**src/rtl/core/sia_pkg.sv**
```systemverilog
`timescale 1ns / 1ps
// shared types and constants for the signed integer to decimal text block
// no dependencies

package sia_pkg;

    localparam int C_VALUE_W     = 32;
    localparam int C_NUM_DIGITS  = 10;
    localparam int C_BCD_W       = 4 * C_NUM_DIGITS;
    localparam int C_CNT_W       = 5;
    localparam int C_POS_W       = 4;

    localparam logic [7:0] C_ASCII_MINUS = 8'h2D;
    localparam logic [7:0] C_ASCII_ZERO  = 8'h30;
    localparam logic [3:0] C_BCD_FIVE    = 4'd5;
    localparam logic [3:0] C_BCD_ADJ     = 4'd3;
    localparam logic [C_CNT_W-1:0] C_LAST_SHIFT = C_CNT_W'(C_VALUE_W - 1);

    // controller to datapath
    typedef struct packed {
        logic load;        // capture input value, take magnitude
        logic shift;       // one double-dabble step
        logic prep;        // size the text and set up emission
        logic step;        // push one character into the output register
    } t_dp_cmd;

    // datapath to controller
    typedef struct packed {
        logic out_free;    // output register can take a character this cycle
        logic cur_last;    // the character at the pointer ends the text
    } t_dp_stat;

endpackage

```
**src/rtl/core/sia_datapath.sv**
```systemverilog
`timescale 1ns / 1ps
// datapath: magnitude shift register, bcd digit register, emission pointer
// and output word register; depends on sia_pkg

module sia_datapath (
    input  logic                            i_clk,
    input  logic                            i_rst_n,
    input  logic signed [sia_pkg::C_VALUE_W-1:0] i_value,
    input  sia_pkg::t_dp_cmd                i_cmd,
    output sia_pkg::t_dp_stat               o_stat,
    input  logic                            i_stall,
    output logic                            o_valid,
    output logic [7:0]                      o_ascii_char,
    output logic                            o_is_last,
    output logic [3:0]                      o_char_count
);
    import sia_pkg::*;

    logic [C_VALUE_W-1:0] r_mag;
    logic [C_BCD_W-1:0]   r_bcd;
    logic                 r_neg;
    logic                 r_sign_pend;
    logic [C_POS_W-1:0]   r_idx;
    logic [3:0]           r_total;

    logic                 r_out_valid;
    logic [7:0]           r_char;
    logic                 r_last;
    logic [3:0]           r_count;

    logic [C_BCD_W-1:0]   w_bcd_adj;
    logic [3:0]           w_ndig;
    logic [3:0]           w_cur_digit;
    logic [7:0]           w_cur_char;
    logic                 w_cur_last;
    logic [C_VALUE_W-1:0] w_raw;

    assign w_raw = i_value;

    // add 3 to every digit of five or more before the shift
    always_comb begin
        for (int i = 0; i < C_NUM_DIGITS; i++) begin
            if (r_bcd[4*i +: 4] >= C_BCD_FIVE) begin
                w_bcd_adj[4*i +: 4] = r_bcd[4*i +: 4] + C_BCD_ADJ;
            end else begin
                w_bcd_adj[4*i +: 4] = r_bcd[4*i +: 4];
            end
        end
    end

    // number of significant digits, at least one
    always_comb begin
        w_ndig = 4'd1;
        for (int i = 1; i < C_NUM_DIGITS; i++) begin
            if (r_bcd[4*i +: 4] != 4'd0) begin
                w_ndig = 4'(i + 1);
            end
        end
    end

    always_comb begin
        w_cur_digit = 4'd0;
        for (int i = 0; i < C_NUM_DIGITS; i++) begin
            if (r_idx == C_POS_W'(i)) begin
                w_cur_digit = r_bcd[4*i +: 4];
            end
        end
    end

    assign w_cur_char = r_sign_pend ? C_ASCII_MINUS : (C_ASCII_ZERO + {4'd0, w_cur_digit});
    assign w_cur_last = !r_sign_pend && (r_idx == '0);

    assign o_stat.out_free = !r_out_valid || !i_stall;
    assign o_stat.cur_last = w_cur_last;

    always_ff @(posedge i_clk) begin
        if (i_cmd.load) begin
            r_neg <= w_raw[C_VALUE_W-1];
            r_mag <= w_raw[C_VALUE_W-1] ? (~w_raw + 1'b1) : w_raw;
            r_bcd <= '0;
        end else if (i_cmd.shift) begin
            {r_bcd, r_mag} <= {w_bcd_adj[C_BCD_W-2:0], r_mag, 1'b0};
        end
        if (i_cmd.prep) begin
            r_idx   <= w_ndig - 4'd1;
            r_total <= w_ndig + {3'd0, r_neg};
        end else if (i_cmd.step && !r_sign_pend) begin
            r_idx <= r_idx - 1'b1;
        end
        if (i_cmd.step) begin
            r_char  <= w_cur_char;
            r_last  <= w_cur_last;
            r_count <= w_cur_last ? r_total : 4'd0;
        end
    end

    always_ff @(posedge i_clk) begin
        if (!i_rst_n) begin
            r_out_valid <= 1'b0;
            r_sign_pend <= 1'b0;
        end else begin
            if (i_cmd.step) begin
                r_out_valid <= 1'b1;
            end else if (!i_stall) begin
                r_out_valid <= 1'b0;
            end
            if (i_cmd.prep) begin
                r_sign_pend <= r_neg;
            end else if (i_cmd.step) begin
                r_sign_pend <= 1'b0;
            end
        end
    end

    assign o_valid      = r_out_valid;
    assign o_ascii_char = r_char;
    assign o_is_last    = r_last;
    assign o_char_count = r_count;

    a_count_on_last : assert property (@(posedge i_clk) disable iff (!i_rst_n)
        (r_out_valid && r_last) |-> (r_count != 4'd0))
        else $error("last word carries no count");
    a_no_count_inner : assert property (@(posedge i_clk) disable iff (!i_rst_n)
        (r_out_valid && !r_last) |-> (r_count == 4'd0))
        else $error("inner word carries a count");
    a_step_free : assert property (@(posedge i_clk) disable iff (!i_rst_n)
        i_cmd.step |-> (!r_out_valid || !i_stall))
        else $error("output word overwritten while stalled");

endmodule

```
**src/rtl/core/sia_ctrl.sv**
```systemverilog
`timescale 1ns / 1ps
// controller: sequences load, 32 conversion shifts, sizing and character
// emission; depends on sia_pkg

module sia_ctrl (
    input  logic              i_clk,
    input  logic              i_rst_n,
    input  logic              i_valid,
    output logic              o_stall,
    output sia_pkg::t_dp_cmd  o_cmd,
    input  sia_pkg::t_dp_stat i_stat
);
    import sia_pkg::*;

    typedef enum logic [1:0] {
        S_IDLE,
        S_CONV,
        S_PREP,
        S_EMIT
    } t_state;

    t_state             r_state, n_state;
    logic [C_CNT_W-1:0] r_cnt, n_cnt;

    always_comb begin
        n_state = r_state;
        n_cnt   = r_cnt;
        o_cmd   = '0;
        unique case (r_state)
            S_IDLE: begin
                if (i_valid) begin
                    o_cmd.load = 1'b1;
                    n_cnt      = '0;
                    n_state    = S_CONV;
                end
            end
            S_CONV: begin
                o_cmd.shift = 1'b1;
                n_cnt       = r_cnt + 1'b1;
                if (r_cnt == C_LAST_SHIFT) begin
                    n_state = S_PREP;
                end
            end
            S_PREP: begin
                o_cmd.prep = 1'b1;
                n_state    = S_EMIT;
            end
            S_EMIT: begin
                if (i_stat.out_free) begin
                    o_cmd.step = 1'b1;
                    if (i_stat.cur_last) begin
                        n_state = S_IDLE;
                    end
                end
            end
            default: n_state = S_IDLE;
        endcase
    end

    always_ff @(posedge i_clk) begin
        if (!i_rst_n) begin
            r_state <= S_IDLE;
            r_cnt   <= '0;
        end else begin
            r_state <= n_state;
            r_cnt   <= n_cnt;
        end
    end

    assign o_stall = (r_state != S_IDLE);

    a_accept_starts : assert property (@(posedge i_clk) disable iff (!i_rst_n)
        (i_valid && !o_stall) |=> (r_state == S_CONV && r_cnt == '0))
        else $error("accepted word did not start conversion");
    a_conv_ends : assert property (@(posedge i_clk) disable iff (!i_rst_n)
        (r_state == S_CONV && r_cnt == C_LAST_SHIFT) |=> (r_state == S_PREP))
        else $error("conversion did not end after the last shift");
    a_last_returns : assert property (@(posedge i_clk) disable iff (!i_rst_n)
        (o_cmd.step && i_stat.cur_last) |=> (r_state == S_IDLE))
        else $error("controller did not return to idle after last word");

endmodule

```
**src/rtl/core/signed_int_to_decimal_ascii.sv**
```systemverilog
`timescale 1ns / 1ps
// Converts one signed 32-bit value into its decimal text, one character per output
// word: an optional '-', then the digits most significant first without leading zeros
// ("0" for zero, "-2147483648" for the most negative value). The last word has
// o_is_last set and o_char_count holding the total length; inner words carry a zero
// count. A value goes through a load, 32 bit-serial binary to bcd shifts, a sizing step
// and then emission of one character per cycle (1 to 11) while the output is not stalled.
// The input is stalled from acceptance until the last character enters the output
// register, which may still wait on the consumer while the next value converts.
// depends on sia_pkg, sia_ctrl and sia_datapath

module signed_int_to_decimal_ascii (
    input  logic                                 i_clk,
    input  logic                                 i_rst_n,
    input  logic                                 i_valid,
    output logic                                 o_stall,
    input  logic signed [sia_pkg::C_VALUE_W-1:0] i_value,
    output logic                                 o_valid,
    input  logic                                 i_stall,
    output logic [7:0]                           o_ascii_char,
    output logic                                 o_is_last,
    output logic [3:0]                           o_char_count
);
    import sia_pkg::*;

    t_dp_cmd  w_cmd;
    t_dp_stat w_stat;

    sia_ctrl u_ctrl (
        .i_clk   (i_clk),
        .i_rst_n (i_rst_n),
        .i_valid (i_valid),
        .o_stall (o_stall),
        .o_cmd   (w_cmd),
        .i_stat  (w_stat)
    );

    sia_datapath u_datapath (
        .i_clk        (i_clk),
        .i_rst_n      (i_rst_n),
        .i_value      (i_value),
        .i_cmd        (w_cmd),
        .o_stat       (w_stat),
        .i_stall      (i_stall),
        .o_valid      (o_valid),
        .o_ascii_char (o_ascii_char),
        .o_is_last    (o_is_last),
        .o_char_count (o_char_count)
    );

endmodule

```
**config.mk**
```make
export PLATFORM = sky130hd
export DESIGN_NAME = signed_int_to_decimal_ascii
export DESIGN_NICKNAME = d
export VERILOG_FILES = /design/src/rtl/core/sia_pkg.sv /design/src/rtl/core/sia_datapath.sv /design/src/rtl/core/sia_ctrl.sv /design/src/rtl/core/signed_int_to_decimal_ascii.sv
export SDC_FILE = /design/constraint.sdc
export NUM_CORES = 1
export LEC_CHECK = 0
export ABC_AREA = 0
export BUFFER_PORTS_ARGS = -buffer_cell sky130_fd_sc_hd__buf_2
export CAP_MARGIN = 20
export CELL_PAD_IN_SITES_DETAIL_PLACEMENT = 1
export CELL_PAD_IN_SITES_GLOBAL_PLACEMENT = 1
export CORE_ASPECT_RATIO = 1.4
export CORE_MARGIN = 2
export CORE_UTILIZATION = 39
export DETAILED_ROUTE_END_ITERATION = 7
export PLACE_DENSITY = 0.71
export SETUP_SLACK_MARGIN = 0.05
export SLEW_MARGIN = 10
export SYNTH_ARGS = -nofsm -noshare
export SYNTH_HDL_FRONTEND = slang
export SYNTH_SLANG_ARGS = --single-unit
```
**constraint.sdc**
```tcl
create_clock -name i_clk -period 4.8 [get_ports i_clk]
set_input_delay 0.24 -clock i_clk [delete_from_list [all_inputs] [get_ports i_clk]]
set_output_delay 0.24 -clock i_clk [all_outputs]
set_load 0.05 [all_outputs]
```
==> impl_metrics.csv <==
group,metric,value,unit
power_and_ir_drop,p_sw_share,37.66,%
power_and_ir_drop,power_frac_clock,23.6,%
drt,wl_per_cell,17.10,um
drt,vias_per_cell,5.499,
logic_synthesis,synth-seq-cells,100,
cts,cts_root_buf,"clkbuf_16",
final_layout,final_nets,787,
critical_path,worst_path_largest_cell_delay,0.55,ns
placed_design,port_buffers,47,
logic_synthesis,seq_area_frac_synth,40.39,%
critical_path,rr_worst_depth,7,
logic_synthesis,synthesis.area,6220,um2
critical_path,crit_slowest_cell,"ha_1",
drt,first_pass_iters,5,
global_routing,grt_max_degree,64,
power_and_ir_drop,pwr-share-seq,42.0,%
die,design.die.area,16990,um2
die,fp-row-count,54,
logic_synthesis,async_reset_ff_share,0,%
critical_path,worst_r2r_endpoint,"u_datapath.o_ascii_char[1]",
critical_path,crit_chain,"inv_1 -> ha_1 -> nand2_1 -> o21ai_0 -> a221oi_1 -> a2111oi_0 -> a31o_2",
final_layout,instances_no_fill,914,
critical_path,crit_type,"flop to flop",
cts,cts_setup_buffers,0,
hold_path,hp-class,"input port to flop",
placed_design,dp.cells,899,
placed_design,dp_hpwl,11.44,mm
sta,finalCritPeriodShare,55.59,%
final_layout,multi_input_area,3403,um2
drt,first_iter_violations,172,
cts,cts_hold_buffers,0,
logic_synthesis,synth_edf_count,51,
global_routing,gr-total-overflow,0,
final_layout,fill_cells,1844,
power_and_ir_drop,peakVddDrop,0.2038,mV
logic_synthesis,synth_area_per_cell,9.080,um2
drt,ant_nets,0,
logic_synthesis,synth_cell_types,65,
sta,slew_viol_final,0,
sta,setup_viol_count_final,0,
hold_path,hold_path_depth,2,
cts,cts_inserted_buffers,9,
die,die_y,153.4,um
cts,cts_buffer_depth,2,
critical_path,ff2ff_setup_slack,2.13,ns
cts,cts_tree,"built",
critical_path,endpoint_kind,"flop",
logic_synthesis,ys.flop_type,"edfxtp_1",
critical_path,required,5.02,ns
critical_path,arrival,2.89,ns
critical_path,reg2reg_from,"u_datapath.r_idx[0]",
sta,hold_viol,0,
sta,rsz0062_at_grt,"false",
power_and_ir_drop,p_leak,2.627,nW
drt,num_vias,5026,
final_layout,insertedDiodeCount,0,
drt,wl,15.63,mm
die,dieWidth,110.7,um
outcome,status,"finished, final reports clean",
global_routing,grtUsageTotal,18.80,%
sta,maxSlewHeadroom,43.04,%
cts,cts_resized,0,
power_and_ir_drop,power_frac_comb,34.3,%
cts,cts_sinks,100,
global_routing,grt_pass1_wl,26.06,mm
sta,min_period,2.668,ns
cts,h-tree-depth,3,
power_and_ir_drop,finalPower,3.134,mW
critical_path,startpoint_type,"flop",
critical_path,path_max_fanout,15,
power_and_ir_drop,power_density,456.9,nW/um2
global_routing,grt_pass1_vias,5420,
die,initial_core_util,39.85,%
logic_synthesis,syn_inst,685,
power_and_ir_drop,p_int,1.954,mW
final_layout,area_growth,10.30,%
cts,clk_latency,0.35,ns
cts,clkTransAtPathRegs,0.07,ns
hold_path,whs_endpoint,"u_datapath.r_sign_pend",
drt,drcViolationCount,0,
hold_path,worstHoldStart,"i_rst_n",
final_layout,drive_gt1_share,12.67,%
die,coreArea,15610,um2
sta,worstMarginPinSlew,0.8534,ns
placed_design,routabilityCongestion,0.8789,
sta,max_freq,374.8,MHz
final_layout,final-seq-area,2512,um2
sta,setup_tns,0,ns
final_layout,final_core_util,43.96,%
global_routing,antenna_found_initial,0,
logic_synthesis,yosys_warnings,0,
run,max_cap_violations,0,
die,io_pins,51,
power_and_ir_drop,p_sw,1.180,mW
sta,finClkSkew,0.006960,ns
-- worst max-delay path by stage --
stage	startpoint	to	slack [ns]	cells after the start
detailed placement	u_datapath.r_bcd[24]	u_datapath.r_total[2]	2.16	9
finish	u_datapath.r_idx[0]	u_datapath.o_ascii_char[1]	2.13	7
global placement	u_datapath.r_bcd[24]	u_datapath.r_total[2]	2.23	9
CTS	u_datapath.r_idx[1]	u_datapath.o_ascii_char[1]	2.13	7
floorplan	u_datapath.r_bcd[24]	u_datapath.r_total[2]	2.33	9
global route	u_datapath.r_bcd[4]	u_datapath.r_idx[2]	1.90	10
-- synthesized netlist by cell type (3+ instances only) --
cell,number,share of area [%]
clkbuf_1,26,1.6
inv_1,37,2.2
o31ai_1,11,1.3
a211oi_1,6,0.72
a22oi_1,3,0.36
nand3_1,25,2.0
a21o_1,9,1.1
nand2b_1,14,1.4
a21oi_1,43,3.5
nor2b_1,10,1.0
nor4_1,3,0.30
xnor2_1,21,3.0
nor3_1,5,0.40
or3_1,4,0.40
o21ai_0,41,3.3
buf_4,3,0.36
a32oi_1,4,0.56
nand2_1,102,6.2
edfxtp_1,51,25
dfxtp_1,49,16
xor2_1,30,4.2
ha_1,37,7.4
nor2_1,28,1.7
o21ai_1,29,2.3
o211ai_1,12,1.4
mux2i_1,18,2.9
o41ai_2,8,2.1
and2_1,7,0.70
or3b_2,3,0.42
-- critical path: cells and delay by family (launching register included) --
family                   cells  cell delay, ns
AO/OA/AOI/OAI                4            1.26
adder cells (fa/ha/maj)      1            0.55
buffers and inverters        1            0.14
flip-flops                   1            0.45
AND/OR/NAND/NOR              1            0.12
-- per-stage QoR --
step	hold slack, ns	area [um2]	setup WS [ns]
floorplan	0.3389	6223	2.333
global placement	0.4722	6569	2.227
detailed placement	0.4808	6569	2.163
CTS	0.1452	6860	2.128
global route	0.1605	6860	1.904
finish	0.1578	6860	2.132
-- sequential cells by signal (all words and copies together), names as in the netlist --
name	flops
u_ctrl.r_cnt	5
u_datapath.r_total	4
u_datapath.o_char_count	4
u_ctrl.r_state	2
u_datapath.r_bcd	40
u_datapath.r_neg	1
u_datapath.o_ascii_char	5
u_datapath.o_is_last	1
u_datapath.r_sign_pend	1
u_datapath.r_mag	32
u_datapath.r_idx	4
u_datapath.o_valid	1
-- metal layers --
layer  wire length (um)  global-route usage, %  vias up
met5                  0                      0        -
met4                497                  9.405        0
met3                355                  2.022       27
met2               8363                  35.32       90
met1               6417                  20.81     2435
li1                   -                      -     2474
-- cell families after synthesis --
logic type / share of synthesized area (%)
AND/OR/NAND/NOR: 17.94
adder cells (fa/ha/maj): 7.443
buffers and inverters: 5.029
multiplexers: 2.897
XOR/XNOR: 7.182
other: 0.1207
flip-flops: 40.39
AO/OA/AOI/OAI: 18.99
-- cell type report --
type	count	area share, %
tap	196	3.575
timing repair buffer	51	3.866
clock inverter	4	0.7113
inverter	38	2.079
clock buffer	11	3.538
multi-input combinational	514	49.61
sequential	100	36.62
-- cell usage in the layout, fill, tap and decap left out, types with 5 or more instances in the layout --
cell type / count
buf_2: 47
edfxtp_1: 51
a211oi_1: 6
o211ai_1: 12
a21o_1: 9
nand2_1: 101
nor2_1: 28
xnor2_1: 21
clkbuf_16: 9
o41ai_2: 8
inv_1: 37
a21oi_1: 43
nor3_1: 5
nand2b_1: 14
nor2b_1: 10
and2_1: 7
o31ai_1: 11
o21ai_1: 29
mux2i_1: 18
o21ai_0: 41
ha_1: 36
xor2_1: 30
dfxtp_1: 49
nand3_1: 25
-- power by group through the flow --
stage	logic (mW)	registers, mW	clock network (mW)
final	1.08	1.32	0.741
after global routing	1.21	1.34	0.791
after CTS	1.10	1.32	0.763
after detailed placement	1.09	1.34	0
after global placement	1.04	1.33	0
after floorplan	0.773	1.32	0
(Power assumes the default switching activity.)
